File: src/hdl/mlru_pkg.sv
package mlru_pkg;

    // sizing of the entry list
    localparam int MAX_ENTRIES = 16;
    localparam int IDX_W       = (MAX_ENTRIES > 1) ? $clog2(MAX_ENTRIES) : 1;
    localparam int CNT_W       = $clog2(MAX_ENTRIES + 1);
    localparam int CAP_W       = 5;
    localparam int LIM_W       = (CNT_W > CAP_W) ? CNT_W : CAP_W;

    // payload widths
    localparam int KEY_W  = 32;
    localparam int VAL_W  = 32;
    localparam int TIME_W = 32;
    localparam int CFG_W  = 32;

    // configuration register indexes
    localparam int CFG_IDX_W = 1;
    localparam logic [CFG_IDX_W-1:0] REG_CAPACITY        = 1'b0;
    localparam logic [CFG_IDX_W-1:0] REG_PROMOTION_DELAY = 1'b1;

    localparam logic [CAP_W-1:0]  CAPACITY_RESET = CAP_W'(16);
    localparam logic [TIME_W-1:0] DELAY_RESET    = '0;

    // what a cell does at the next edge
    typedef enum logic [2:0] {
        CELL_HOLD,
        CELL_SHIFT,
        CELL_LOAD,
        CELL_STAMP,
        CELL_WRVAL
    } cell_op_t;

    // contents of one list position
    typedef struct packed {
        logic [KEY_W-1:0]  key;
        logic [VAL_W-1:0]  value;
        logic              seen;
        logic [TIME_W-1:0] stamp;
    } cell_data_t;

    // shared write data broadcast to all cells
    typedef struct packed {
        logic [KEY_W-1:0]  key;
        logic [VAL_W-1:0]  value;
        logic [TIME_W-1:0] stamp;
    } cell_bus_t;

endpackage

File: src/hdl/mlru_cell.sv
module mlru_cell (
    input  logic                      clk,
    input  mlru_pkg::cell_op_t        op,
    input  mlru_pkg::cell_bus_t       bus,
    input  mlru_pkg::cell_data_t      left_data,
    input  logic [mlru_pkg::KEY_W-1:0] search_key,
    output mlru_pkg::cell_data_t      data,
    output logic                      match
);

    mlru_pkg::cell_data_t data_reg;
    mlru_pkg::cell_data_t data_next;

    // key compare for the associative search
    assign match = (data_reg.key == search_key);
    assign data  = data_reg;

    // next contents by operation
    always_comb
    begin
        data_next = data_reg;
        case (op)
            mlru_pkg::CELL_HOLD:
            begin
                data_next = data_reg;
            end
            mlru_pkg::CELL_SHIFT:
            begin
                data_next = left_data;
            end
            mlru_pkg::CELL_LOAD:
            begin
                data_next.key   = bus.key;
                data_next.value = bus.value;
                data_next.seen  = 1'b0;
                data_next.stamp = '0;
            end
            mlru_pkg::CELL_STAMP:
            begin
                data_next.value = bus.value;
                data_next.seen  = 1'b1;
                data_next.stamp = bus.stamp;
            end
            mlru_pkg::CELL_WRVAL:
            begin
                data_next.value = bus.value;
            end
            default:
            begin
                data_next = data_reg;
            end
        endcase
    end

    always_ff @(posedge clk)
    begin
        data_reg <= data_next;
    end

endmodule

File: src/hdl/midpoint_lru_cache_top.sv
// Midpoint-insertion LRU key/value cache with up to 16 entries.
// Input channel: in_valid/in_stall carries one request item (req_type 0 get,
// 1 put, lookup_key, write_value, now_ms). Output channel: out_valid/out_stall
// carries one result item per request (hit, read_value, evicted, evicted_key).
// Configuration: cfg_we writes cfg_data into register cfg_index (0 capacity,
// 1 promotion_delay) at the clock edge; write only while the cache is idle.
// Entries live in a row of cells, one per list position; each cell compares
// its key in parallel and can take its left neighbor's contents, so moves to
// the head and inserts at the midpoint shift the whole row in a single update.
// Each request passes a search step (parallel key compare, registered) and an
// update step (list update, result registered into the output register).
// A new request is accepted only in ST_IDLE, so none is taken before the last
// one's update is done; the search and update steps share the cell row.
// If a result is still held by a stalled receiver when the next update is
// ready, the update waits in place until the output register frees up.
// Reset (rst_n low, asynchronous) empties the list, sets capacity to 16 and
// promotion_delay to 0; entry contents are not cleared.
module midpoint_lru_cache_top (
    input  logic                                clk,
    input  logic                                rst_n,
    input  logic                                in_valid,
    output logic                                in_stall,
    input  logic                                req_type,
    input  logic signed [mlru_pkg::KEY_W-1:0]   lookup_key,
    input  logic signed [mlru_pkg::VAL_W-1:0]   write_value,
    input  logic        [mlru_pkg::TIME_W-1:0]  now_ms,
    output logic                                out_valid,
    input  logic                                out_stall,
    output logic                                hit,
    output logic signed [mlru_pkg::VAL_W-1:0]   read_value,
    output logic                                evicted,
    output logic signed [mlru_pkg::KEY_W-1:0]   evicted_key,
    input  logic                                cfg_we,
    input  logic        [mlru_pkg::CFG_IDX_W-1:0] cfg_index,
    input  logic        [mlru_pkg::CFG_W-1:0]   cfg_data
);

    localparam int N = mlru_pkg::MAX_ENTRIES;
    localparam int CW = mlru_pkg::CNT_W;
    localparam int LW = mlru_pkg::LIM_W;

    typedef enum logic [1:0] {
        ST_IDLE,
        ST_SEARCH,
        ST_UPDATE
    } state_t;

    // control state
    state_t                        state_reg, state_next;
    logic                          out_valid_reg, out_valid_next;
    logic [CW-1:0]                 occ_reg, occ_next;
    logic [CW-1:0]                 nc_reg, nc_next;
    logic [mlru_pkg::CAP_W-1:0]    cap_reg, cap_next;
    logic [mlru_pkg::TIME_W-1:0]   delay_reg, delay_next;

    // request and search payload
    logic                          req_put_reg;
    logic [mlru_pkg::KEY_W-1:0]    req_key_reg;
    logic [mlru_pkg::VAL_W-1:0]    req_value_reg;
    logic [mlru_pkg::TIME_W-1:0]   req_now_reg;
    logic [N-1:0]                  first_reg;
    logic [mlru_pkg::IDX_W-1:0]    found_reg;
    logic                          found_hit_reg;

    // result payload
    logic                          hit_reg, hit_next;
    logic [mlru_pkg::VAL_W-1:0]    rv_reg, rv_next;
    logic                          ev_reg, ev_next;
    logic [mlru_pkg::KEY_W-1:0]    evk_reg, evk_next;

    // cell row
    mlru_pkg::cell_data_t          cell_q [N];
    mlru_pkg::cell_data_t          cell_left [N];
    mlru_pkg::cell_op_t            cell_op [N];
    logic [N-1:0]                  cell_match;
    mlru_pkg::cell_bus_t           bus;

    logic                          in_fire;
    logic                          do_update;
    logic [N-1:0]                  masked;
    logic [N-1:0]                  first_onehot;
    logic [mlru_pkg::IDX_W-1:0]    found_idx;

    assign in_stall  = (state_reg != ST_IDLE);
    assign in_fire   = in_valid && !in_stall;
    assign do_update = (state_reg == ST_UPDATE) && (!out_valid_reg || !out_stall);

    assign out_valid   = out_valid_reg;
    assign hit         = hit_reg;
    assign read_value  = rv_reg;
    assign evicted     = ev_reg;
    assign evicted_key = evk_reg;

    // row of cells, each fed by its left neighbor (the head cell by zero)
    genvar g;
    generate
        for (g = 0; g < N; g++)
        begin : g_cell
            if (g == 0)
            begin : g_head
                assign cell_left[g] = '0;
            end
            else
            begin : g_body
                assign cell_left[g] = cell_q[g-1];
            end
            mlru_cell u_cell (
                .clk        (clk),
                .op         (cell_op[g]),
                .bus        (bus),
                .left_data  (cell_left[g]),
                .search_key (req_key_reg),
                .data       (cell_q[g]),
                .match      (cell_match[g])
            );
        end
    endgenerate

    // search: occupied matches and the first one
    always_comb
    begin
        masked = '0;
        found_idx = '0;
        for (int i = 0; i < N; i++)
        begin
            masked[i] = cell_match[i] && (CW'(i) < occ_reg);
        end
        first_onehot = masked & (~masked + N'(1));
        for (int i = N - 1; i >= 0; i--)
        begin
            if (masked[i])
            begin
                found_idx = mlru_pkg::IDX_W'(i);
            end
        end
    end

    // update: list moves, counters and result
    logic [mlru_pkg::VAL_W-1:0]  sel_value;
    logic                        sel_seen;
    logic [mlru_pkg::TIME_W-1:0] sel_stamp;
    logic [mlru_pkg::VAL_W-1:0]  value_after;
    logic [mlru_pkg::TIME_W-1:0] elapsed;
    logic                        promote_ok;
    logic                        in_new;
    logic                        head_move;
    logic [CW-1:0]               found_ext;
    logic [LW-1:0]               lim;
    logic                        do_evict;
    logic [CW-1:0]               occ_a;
    logic [CW-1:0]               nc_a;
    logic [CW-1:0]               tail_pos;
    logic [mlru_pkg::KEY_W-1:0]  tail_key;
    mlru_pkg::cell_op_t          op_calc [N];

    always_comb
    begin
        sel_value = '0;
        sel_seen  = 1'b0;
        sel_stamp = '0;
        tail_key  = '0;
        tail_pos  = CW'(occ_reg - CW'(1));
        for (int i = 0; i < N; i++)
        begin
            if (first_reg[i])
            begin
                sel_value = sel_value | cell_q[i].value;
                sel_seen  = sel_seen  | cell_q[i].seen;
                sel_stamp = sel_stamp | cell_q[i].stamp;
            end
            if (CW'(i) == tail_pos)
            begin
                tail_key = cell_q[i].key;
            end
        end

        value_after = req_put_reg ? req_value_reg : sel_value;
        elapsed     = req_now_reg - sel_stamp;
        promote_ok  = elapsed > delay_reg;
        found_ext   = CW'(found_reg);
        in_new      = found_ext < nc_reg;
        head_move   = in_new || (sel_seen && promote_ok);

        // effective capacity
        if (cap_reg == '0)
        begin
            lim = LW'(1);
        end
        else if (LW'(cap_reg) > LW'(N))
        begin
            lim = LW'(N);
        end
        else
        begin
            lim = LW'(cap_reg);
        end
        do_evict = (LW'(occ_reg) >= lim) && (occ_reg != '0);
        occ_a    = occ_reg - CW'(do_evict);
        nc_a     = (nc_reg > occ_a) ? occ_a : nc_reg;

        occ_next   = occ_reg;
        nc_next    = nc_reg;
        hit_next   = 1'b0;
        rv_next    = '0;
        ev_next    = 1'b0;
        evk_next   = '0;
        bus.key    = req_key_reg;
        bus.value  = value_after;
        bus.stamp  = req_now_reg;
        for (int i = 0; i < N; i++)
        begin
            op_calc[i] = mlru_pkg::CELL_HOLD;
        end

        if (found_hit_reg)
        begin
            hit_next = 1'b1;
            rv_next  = value_after;
            if (head_move)
            begin
                if (!in_new)
                begin
                    nc_next = nc_reg + CW'(1);
                end
                for (int i = 0; i < N; i++)
                begin
                    if (i == 0)
                    begin
                        op_calc[i] = mlru_pkg::CELL_LOAD;
                    end
                    else if (CW'(i) <= found_ext)
                    begin
                        op_calc[i] = mlru_pkg::CELL_SHIFT;
                    end
                end
            end
            else
            begin
                for (int i = 0; i < N; i++)
                begin
                    if (first_reg[i])
                    begin
                        op_calc[i] = sel_seen ? mlru_pkg::CELL_WRVAL : mlru_pkg::CELL_STAMP;
                    end
                end
            end
        end
        else if (req_put_reg)
        begin
            // insert at the head of the old region
            bus.value = req_value_reg;
            ev_next   = do_evict;
            evk_next  = do_evict ? tail_key : '0;
            occ_next  = occ_a + CW'(1);
            nc_next   = nc_a;
            for (int i = 0; i < N; i++)
            begin
                if (CW'(i) == nc_a)
                begin
                    op_calc[i] = mlru_pkg::CELL_LOAD;
                end
                else if ((CW'(i) > nc_a) && (CW'(i) <= occ_a))
                begin
                    op_calc[i] = mlru_pkg::CELL_SHIFT;
                end
            end
        end

        for (int i = 0; i < N; i++)
        begin
            cell_op[i] = do_update ? op_calc[i] : mlru_pkg::CELL_HOLD;
        end
    end

    // sequencing, counters and configuration
    always_comb
    begin
        state_next     = state_reg;
        out_valid_next = out_valid_reg;
        cap_next       = cap_reg;
        delay_next     = delay_reg;

        if (out_valid_reg && !out_stall)
        begin
            out_valid_next = 1'b0;
        end

        case (state_reg)
            ST_IDLE:
            begin
                if (in_fire)
                begin
                    state_next = ST_SEARCH;
                end
            end
            ST_SEARCH:
            begin
                state_next = ST_UPDATE;
            end
            ST_UPDATE:
            begin
                if (do_update)
                begin
                    state_next     = ST_IDLE;
                    out_valid_next = 1'b1;
                end
            end
            default:
            begin
                state_next = ST_IDLE;
            end
        endcase

        if (cfg_we)
        begin
            case (cfg_index)
                mlru_pkg::REG_CAPACITY:
                begin
                    cap_next = cfg_data[mlru_pkg::CAP_W-1:0];
                end
                mlru_pkg::REG_PROMOTION_DELAY:
                begin
                    delay_next = cfg_data[mlru_pkg::TIME_W-1:0];
                end
                default:
                begin
                    cap_next = cap_reg;
                end
            endcase
        end
    end

    always_ff @(posedge clk or negedge rst_n)
    begin
        if (!rst_n)
        begin
            state_reg     <= ST_IDLE;
            out_valid_reg <= 1'b0;
            occ_reg       <= '0;
            nc_reg        <= '0;
            cap_reg       <= mlru_pkg::CAPACITY_RESET;
            delay_reg     <= mlru_pkg::DELAY_RESET;
        end
        else
        begin
            state_reg     <= state_next;
            out_valid_reg <= out_valid_next;
            cap_reg       <= cap_next;
            delay_reg     <= delay_next;
            if (do_update)
            begin
                occ_reg <= occ_next;
                nc_reg  <= nc_next;
            end
        end
    end

    // request capture, search result and result payload
    always_ff @(posedge clk)
    begin
        if (in_fire)
        begin
            req_put_reg   <= req_type;
            req_key_reg   <= lookup_key;
            req_value_reg <= write_value;
            req_now_reg   <= now_ms;
        end
        if (state_reg == ST_SEARCH)
        begin
            first_reg     <= first_onehot;
            found_reg     <= found_idx;
            found_hit_reg <= (masked != '0);
        end
        if (do_update)
        begin
            hit_reg <= hit_next;
            rv_reg  <= rv_next;
            ev_reg  <= ev_next;
            evk_reg <= evk_next;
        end
    end

endmodule

File: config.mk
export PLATFORM = sky130hd
export DESIGN_NAME = midpoint_lru_cache_top
export DESIGN_NICKNAME = d
export VERILOG_FILES = /design/src/hdl/mlru_pkg.sv /design/src/hdl/mlru_cell.sv /design/src/hdl/midpoint_lru_cache_top.sv
export SDC_FILE = /design/constraint.sdc
export NUM_CORES = 2
export LEC_CHECK = 0
export ABC_AREA = 0
export ABC_CLOCK_PERIOD_IN_PS = 10240
export BUFFER_PORTS_ARGS = -buffer_cell sky130_fd_sc_hd__buf_2
export CAP_MARGIN = 20
export CELL_PAD_IN_SITES_DETAIL_PLACEMENT = 1
export CELL_PAD_IN_SITES_GLOBAL_PLACEMENT = 1
export CORE_MARGIN = 3
export CORE_UTILIZATION = 40
export CTS_BUF_LIST = sky130_fd_sc_hd__clkbuf_4 sky130_fd_sc_hd__clkbuf_8 sky130_fd_sc_hd__clkbuf_16
export DETAILED_ROUTE_END_ITERATION = 7
export PLACE_DENSITY_LB_ADDON = 0.12
export REMOVE_ABC_BUFFERS = 1
export SLEW_MARGIN = 20
export SYNTH_ARGS = -nofsm -noshare
export SYNTH_HDL_FRONTEND = slang
export SYNTH_SLANG_ARGS = --single-unit
File: constraint.sdc
create_clock -name clk -period 10.24 [get_ports clk]
set_input_delay 3.072 -clock clk [delete_from_list [all_inputs] [get_ports clk]]
set_output_delay 3.072 -clock clk [all_outputs]
set_load 0.05 [all_outputs]
== Word level (Yosys, flattened, before mapping) ==
Index checks and enable logic that the tools add are counted.
W data, S select, Z words.

* Add/subtract/negate cells: 6
* Magnitude comparators: 68
* Equality and inequality tests: 116
* Muxes and demuxes: 227
* Bitwise operators: 51
* Reductions and logical operators: 125

{| class="wikitable"
|+ Operators with widths
! cell !! number
|-
| $pmux W32 S2 || 32
|-
| $mux W32 || 51
|-
| $pmux W33 S3 || 15
|-
| $or A32 B32 Y32 || 30
|-
| $eq A32 B32 Y1 || 16
|-
| $mux W3 || 37
|-
| $eq A3 B2 Y1 const B || 32
|-
| $mux W48 || 2
|-
| $eq A4 B5 Y1 const A || 16
|-
| $reduce_bool A2 Y1 || 35
|-
| $pmux W33 S2 || 1
|-
| $mux W1 || 52
|-
| $reduce_or A3 Y1 || 17
|-
| $eq A3 B1 Y1 const B || 16
|-
| $eq A3 B3 Y1 const B || 16
|-
| $mux W47 || 1
|-
| $reduce_bool A3 Y1 || 15
|-
| $eq A3 B5 Y1 const A || 8
|-
| $gt A4 B5 Y1 const A || 8
|-
| $le A4 B5 Y1 const A || 8
|-
| $lt A4 B5 Y1 const A || 8
|-
| $mux W2 || 20
|-
| $logic_and A1 B1 Y1 || 37
|-
| $mux W5 || 7
|-
| 47 further kinds || 113
|}

* Register bits: 1,786
* Bits of input ports: 135
* Output and inout bits: 68
* Word-level logic and storage cells: 677

== Depth between registers and ports, before layout ==
* Word-level depth: 41
* Mapped depth: 30
* Depth with buffers taken out: 24

== Hierarchy ==
Synthesis repeated with hierarchy kept, for this count alone.

* Cells, all modules: 7,778
* Area total of the unflattened synthesis: 95,079.9 µm²

{| class="wikitable"
|+ Modules (own cells, without submodules)
! module !! instances !! cells an instance !! area each (µm²) !! seq. area each (µm²)
|-
| mlru_cell || 16 || 326 || 4,568.1 || 2,912.8
|-
| midpoint_lru_cache_top || 1 || 2,562 || 21,989.8 || 6,777.8
|}

== Worst setup path before layout ==
Ideal clock, no wire load.

* Path type: reg2reg
* Start point: register first_reg[8]
* End point: register g_cell[8].u_cell.data_reg, in the netlist g_cell[8].u_cell.data[65], enable pin
* Library setup time: 425 ps
* Arrival time: 9,068 ps
* Data required time: 9,815 ps
* Path slack: 747 ps
* Cell stages (with the launch flop): 28
* Buffers on the path: 5
* Period minus slack after synthesis: 9,493 ps
* Path through: edfxtp_1 -> clkbuf_1 -> clkbuf_1 -> clkbuf_1 -> clkbuf_1 -> buf_1 -> a221oi_1 -> nand4_1 -> ha_1 -> inv_1 -> fa_1 -> a211oi_1 -> o21ai_0 -> a31o_2 -> a31oi_1 -> o31a_1 -> o21ai_0 -> a2111o_1 -> o311ai_0 -> ha_1 -> nand4_1 -> and4bb_2 -> nand4_1 -> a211o_1 -> o311ai_1 -> or2_2 -> a41oi_1 -> nor2b_1

* Word-level cells in the longest chain between the ends: 24
* Elaborated cells on any way between the ends: 42
* Classes of those cells: add/sub: 1; order compare: 1; eq/ne: 2; mux: 21; bitwise: 14; reduce/logical: 3

{| class="wikitable"
|+ RTL lines
! what !! RTL line !! text
|-
| start, declared || midpoint_lru_cache_top.sv:61 || <nowiki>logic [N-1:0] first_reg;</nowiki>
|-
| start signal, assigned || midpoint_lru_cache_top.sv:370 || <nowiki>first_reg <= first_onehot;</nowiki>
|-
| $mux W32 || midpoint_lru_cache_top.sv:165 || <nowiki>if (first_reg[i])</nowiki>
|-
| $or A32 B32 Y32 || midpoint_lru_cache_top.sv:169 || <nowiki>sel_stamp = sel_stamp | cell_q[i].stamp;</nowiki>
|-
| $mux W32 || midpoint_lru_cache_top.sv:165 ||
|-
| $or A32 B32 Y32 || midpoint_lru_cache_top.sv:169 ||
|-
| $mux W32 || midpoint_lru_cache_top.sv:165 ||
|-
| $or A32 B32 Y32 || midpoint_lru_cache_top.sv:169 ||
|-
| $mux W32 || midpoint_lru_cache_top.sv:165 ||
|-
| $or A32 B32 Y32 || midpoint_lru_cache_top.sv:169 ||
|-
| (+8 left out) || n/a ||
|-
| $gt A32 B32 Y1 || midpoint_lru_cache_top.sv:179 || <nowiki>promote_ok = elapsed > delay_reg;</nowiki>
|-
| $logic_and A1 B1 Y1 || midpoint_lru_cache_top.sv:182 || <nowiki>head_move = in_new || (sel_seen && promote_ok);</nowiki>
|-
| $logic_or A1 B1 Y1 || midpoint_lru_cache_top.sv:182 ||
|-
| $mux W48 * || midpoint_lru_cache_top.sv:219 || <nowiki>if (head_move)</nowiki>
|-
| $mux W48 * || midpoint_lru_cache_top.sv:215 || <nowiki>if (found_hit_reg)</nowiki>
|-
| $mux W3 * || midpoint_lru_cache_top.sv:271 || <nowiki>cell_op[i] = do_update ? op_calc[i] : mlru_pkg::CELL_HOLD;</nowiki>
|-
| $eq A3 B1 Y1 or $eq A3 B2 Y1 (tied branches) || mlru_cell.sv:22 || <nowiki>case (op)</nowiki>
|-
| $reduce_bool A2 Y1 (no line) * || n/a ||
|-
| end signal, assigned || mlru_cell.sv:57 || <nowiki>data_reg <= data_next;</nowiki>
|-
| end, declared || mlru_cell.sv:11 || <nowiki>mlru_pkg::cell_data_t data_reg;</nowiki>
|}

Mark *: on every way between the ends. The rest lies on a longest branch, timed or not.
A chain may end at the register's enable or synchronous reset.

== Worst setup path in the final report ==
* Start point: register first_reg[1]
* End point: register g_cell[14].u_cell.data_reg, in the netlist g_cell[14].u_cell.data[20], enable pin

* Word-level cells in the longest chain between the ends: 38
* Elaborated cells on any way between the ends: 71
* Classes of those cells: add/sub: 1; order compare: 1; eq/ne: 3; mux: 35; bitwise: 28; reduce/logical: 3

{| class="wikitable"
|+ RTL lines
! what !! RTL line
|-
| $mux W32 || midpoint_lru_cache_top.sv:165
|-
| $or A32 B32 Y32 || midpoint_lru_cache_top.sv:169
|-
| $mux W32 || midpoint_lru_cache_top.sv:165
|-
| $or A32 B32 Y32 || midpoint_lru_cache_top.sv:169
|-
| $mux W32 || midpoint_lru_cache_top.sv:165
|-
| $or A32 B32 Y32 || midpoint_lru_cache_top.sv:169
|-
| $mux W32 || midpoint_lru_cache_top.sv:165
|-
| $or A32 B32 Y32 || midpoint_lru_cache_top.sv:169
|-
| (+22 left out) || n/a
|-
| $gt A32 B32 Y1 || midpoint_lru_cache_top.sv:179
|-
| $logic_and A1 B1 Y1 || midpoint_lru_cache_top.sv:182
|-
| $logic_or A1 B1 Y1 || midpoint_lru_cache_top.sv:182
|-
| $mux W48 * || midpoint_lru_cache_top.sv:219
|-
| $mux W48 * || midpoint_lru_cache_top.sv:215
|-
| $mux W3 * || midpoint_lru_cache_top.sv:271
|-
| $eq A3 B2 Y1 or $eq A3 B1 Y1 (tied branches) || mlru_cell.sv:22
|-
| $reduce_bool A3 Y1 (no line) * || n/a
|-
| end signal, assigned || mlru_cell.sv:57
|-
| end, declared || mlru_cell.sv:11
|}

Marked as above.

==> impl_metrics.toml <==
[logic_synthesis]
synthAdderAreaFrac_pct = 1.13
synth_compound_area_share_pct = 13.1
muxShareOfSynthArea_pct = 6.81
avgSynthCellArea_um2 = 11.2
synth_top_family_by_area = "compound AO/OA/AOI/OAI gates"
synth-seq-cells = 1786
synth-simple-area-share_pct = 13.0
synth_area_um2 = 93500
synth_edf_count = 1736
synth_cell_types = 99
synth_ff_type = "edfxtp_1"
async_flop_share_pct = 2.80
syn_inst = 8338
yosys_warnings = 0
synth-xor-area-share_pct = 5.11
ys_seq_area_share_pct = 57.1

[routing]
wl_um = 422000
drt_iter0_drc = 9779
detailedRoute.firstPassIterationCount = 7
vias = 75300
post_drt_wl_per_cell_um = 36.8
via_per_inst = 6.57
drtAntennaViolNets = 0
drc = 0

[clocking]
cts-root-buf = "clkbuf_16"
post_cts_buffers = 0
numCtsBuffers = 208
postCtsHoldBufs = 0
cts_tree = "built"
cts_htree_levels = 4
worst_skew_pair.late_latency_ns = 0.90
ctsLongestPathBuffers = 3
clkSinkCount = 1786
clk_pin_slew_ns = 0.06
post_cts_resize_count = 0

[sta]
setup-tns-final_ns = 0
period_needed_ns = 8.82
max_freq_ghz = 0.113
rsz0062_at_grt = "false"
max_slew_margin_pct = 17.4
max_slew.worst_pin.slew_ns = 1.23
clock_skew_ns = 0.0781
finalHoldViolCount = 0
post-route-period-util_pct = 86.2
setup_viol = 0
finalMaxSlewViolations = 0

[pwr]
swShare_pct = 37.8
clock_power_share_pct = 31.3
seqPwrFrac_pct = 38.9
p_int_mw = 15.6
power.density_nw_per_um2 = 238
ir_worst_vdd_uv = 157
p_comb_share_pct = 29.7
leakage_nw = 38.0
p_sw_mw = 9.48

[placement]
hpwl_um = 260000
dp_cells = 11100
place_congestion = 0.893
dpl-instance-area_um2 = 98200
portBuffers = 202

[run]
drv_cap = 0

[final_layout]
final_nets = 8483
post_layout_nonfiller_instances = 11500
drive_gt1_share_pct = 18.0
syn_to_final_growth_pct = 12.7
largest_reg_flops = 1552
stdcell_area_um2 = 105000

[grt]
grt_pass1_vias = 76200
antenna_found_initial = 11
grt_max_degree = 69
grt_overflow = 0
grt_pass1_wl_um = 590000
track_usage_pct = 34.4

[die]
rows = 176
core_area_um2 = 231000
dieArea_um2 = 240000
dieHeight_um = 490
die-width_um = 490
start_util_pct = 40.4
ioPinCount = 203

[critical_path]
crit_fanout = 27
startpoint_type = "flop"
crit_arrival_ns = 9.43
critical_path_class = "reg -> reg"
endpoint_kind = "flop"
required_ns = 10.85
rrSetupSlack_ns = 1.42

[worst_hold_path]
hold_class = "reg -> reg"

[status]
status = "complete, no violations"
## cells in the mapped netlist (11+ instances only)
| master | number | share of area, % |
|---|---|---|
| a222oi_1 | 16 | 0.17 |
| mux2i_1 | 21 | 0.22 |
| or3_1 | 14 | 0.094 |
| nor3_1 | 103 | 0.55 |
| nand3_1 | 309 | 1.7 |
| a211oi_1 | 23 | 0.18 |
| buf_1 | 60 | 0.24 |
| a22o_1 | 224 | 2.1 |
| or2_2 | 11 | 0.074 |
| o22ai_1 | 213 | 1.4 |
| ha_1 | 83 | 1.1 |
| nor4_1 | 74 | 0.49 |
| nor2b_1 | 17 | 0.11 |
| and3_1 | 20 | 0.13 |
| o21ai_0 | 353 | 1.9 |
| mux2_2 | 520 | 6.3 |
| o211ai_1 | 14 | 0.11 |
| nand2b_1 | 19 | 0.13 |
| mux2_1 | 24 | 0.29 |
| buf_2 | 173 | 0.93 |
| xnor2_1 | 343 | 3.2 |
| edfxtp_1 | 1736 | 56 |
| a21oi_1 | 88 | 0.47 |
| a41oi_1 | 12 | 0.11 |
| a31oi_1 | 32 | 0.21 |
| clkbuf_1 | 515 | 2.1 |
| nand2_1 | 1578 | 6.3 |
| xor2_1 | 201 | 1.9 |
| a221oi_1 | 126 | 1.2 |
| dfrtp_1 | 49 | 1.3 |
| a22oi_1 | 468 | 3.8 |
| nor2_1 | 302 | 1.2 |
| nand4_1 | 151 | 1.0 |
| a21o_1 | 28 | 0.22 |
| o21a_1 | 17 | 0.14 |
| and2_1 | 112 | 0.75 |
| inv_1 | 123 | 0.49 |
## worst max-delay path, stage by stage, from the launching register on
cell and delay (ns):
edfxtp_1 0.65, buf_4 0.39, a22o_1 0.26, a221oi_1 0.32
nand3_1 0.13, nor2_1 0.21, ha_1 0.27, and3_1 0.25
nor3b_1 0.21, o21ai_0 0.19, a21boi_0 0.58, o211ai_1 0.29
a21boi_0 0.48, nor3_1 0.11, nor3_1 0.24, ha_1 0.29
and3_1 0.19, and3_1 0.26, and2_1 0.19, a22oi_1 0.66
a31o_2 0.35, nand2_1 0.19, o211ai_1 0.59, nand2_2 0.78
buf_4 0.45
## metal layers
layer	part of all wire [%]	vias to the layer above	routed length (um)	track usage, %
li1	-	30900	-	-
met1	39	38800	164000	44.8
met2	46	4548	195000	55.2
met3	9.0	1142	37900	5.79
met4	5.9	8	25000	17.4
met5	0.022	-	91	0.141
## cells by family (layout without fill, tap and decap cells)
kind of cell	after synthesis	in the layout
and+or+nand+nor	2757	2757
DFF	1786	1786
AOI/OAI and AO/OA	1719	1719
buffers and inverters	880	985
muxes	567	567
xor gates and xnor gates	545	545
adders and majority gates	84	84
other	0	3
## metrics by stage
step | utilization (%) | power [mW] | hold slack [ns] | worst slack, ns
after global placement | 42.5 | 17.0 | 0.491 | 1.59
after CTS | 45.5 | 25.0 | 0.509 | 1.41
after global routing | 45.6 | 25.7 | 0.524 | 0.932
after floorplan | - | 13.5 | 0.480 | -5.14
final | 45.6 | 25.1 | 0.507 | 1.42
after detailed placement | 42.5 | 17.1 | 0.496 | 1.48
## final timing paths
path / startpoint / to / depth (start not counted)
max: first_reg[1] / g_cell[14].u_cell.data[20] / 24
min: delay_reg[30] / delay_reg[30] / 1
max reg2reg: first_reg[1] / g_cell[14].u_cell.data[20] / 24
min reg2reg: delay_reg[30] / delay_reg[30] / 1
max in group asynchronous: rst_n / occ_reg[4] / 2
min in group asynchronous: rst_n / out_valid / 2
## power groups by stage
stage	clock network (mW)	registers, mW	logic (mW)
floorplan	0	10.1	3.42
detailed placement	0	9.88	7.25
global route	8.20	9.82	7.70
global placement	0	9.87	7.16
finish	7.85	9.76	7.45
CTS	7.93	9.74	7.28
## cells in the final DEF (no fill, tap or decap), drive strengths merged, types with 152 or more instances in the layout
master	count
edfxtp	1736
mux2	546
nand2	1578
o22ai	213
clkbuf	263
o21ai	362
buf	473
xor2	202
a22oi	468
nor2	305
xnor2	343
nand4	152
nand3	309
a22o	224
## final cells by class
cell class	count	area, um^2
clock inverters	126	1400
multi-input cells	5672	37500
inverters	123	467
repair buffers	473	3120
clock buffers	263	5670
diodes	3	7.51
fillers	24400	126000
well taps	3026	3790
flip-flops and latches	1786	53400
No activity file was read; power rests on OpenSTA's default activity.
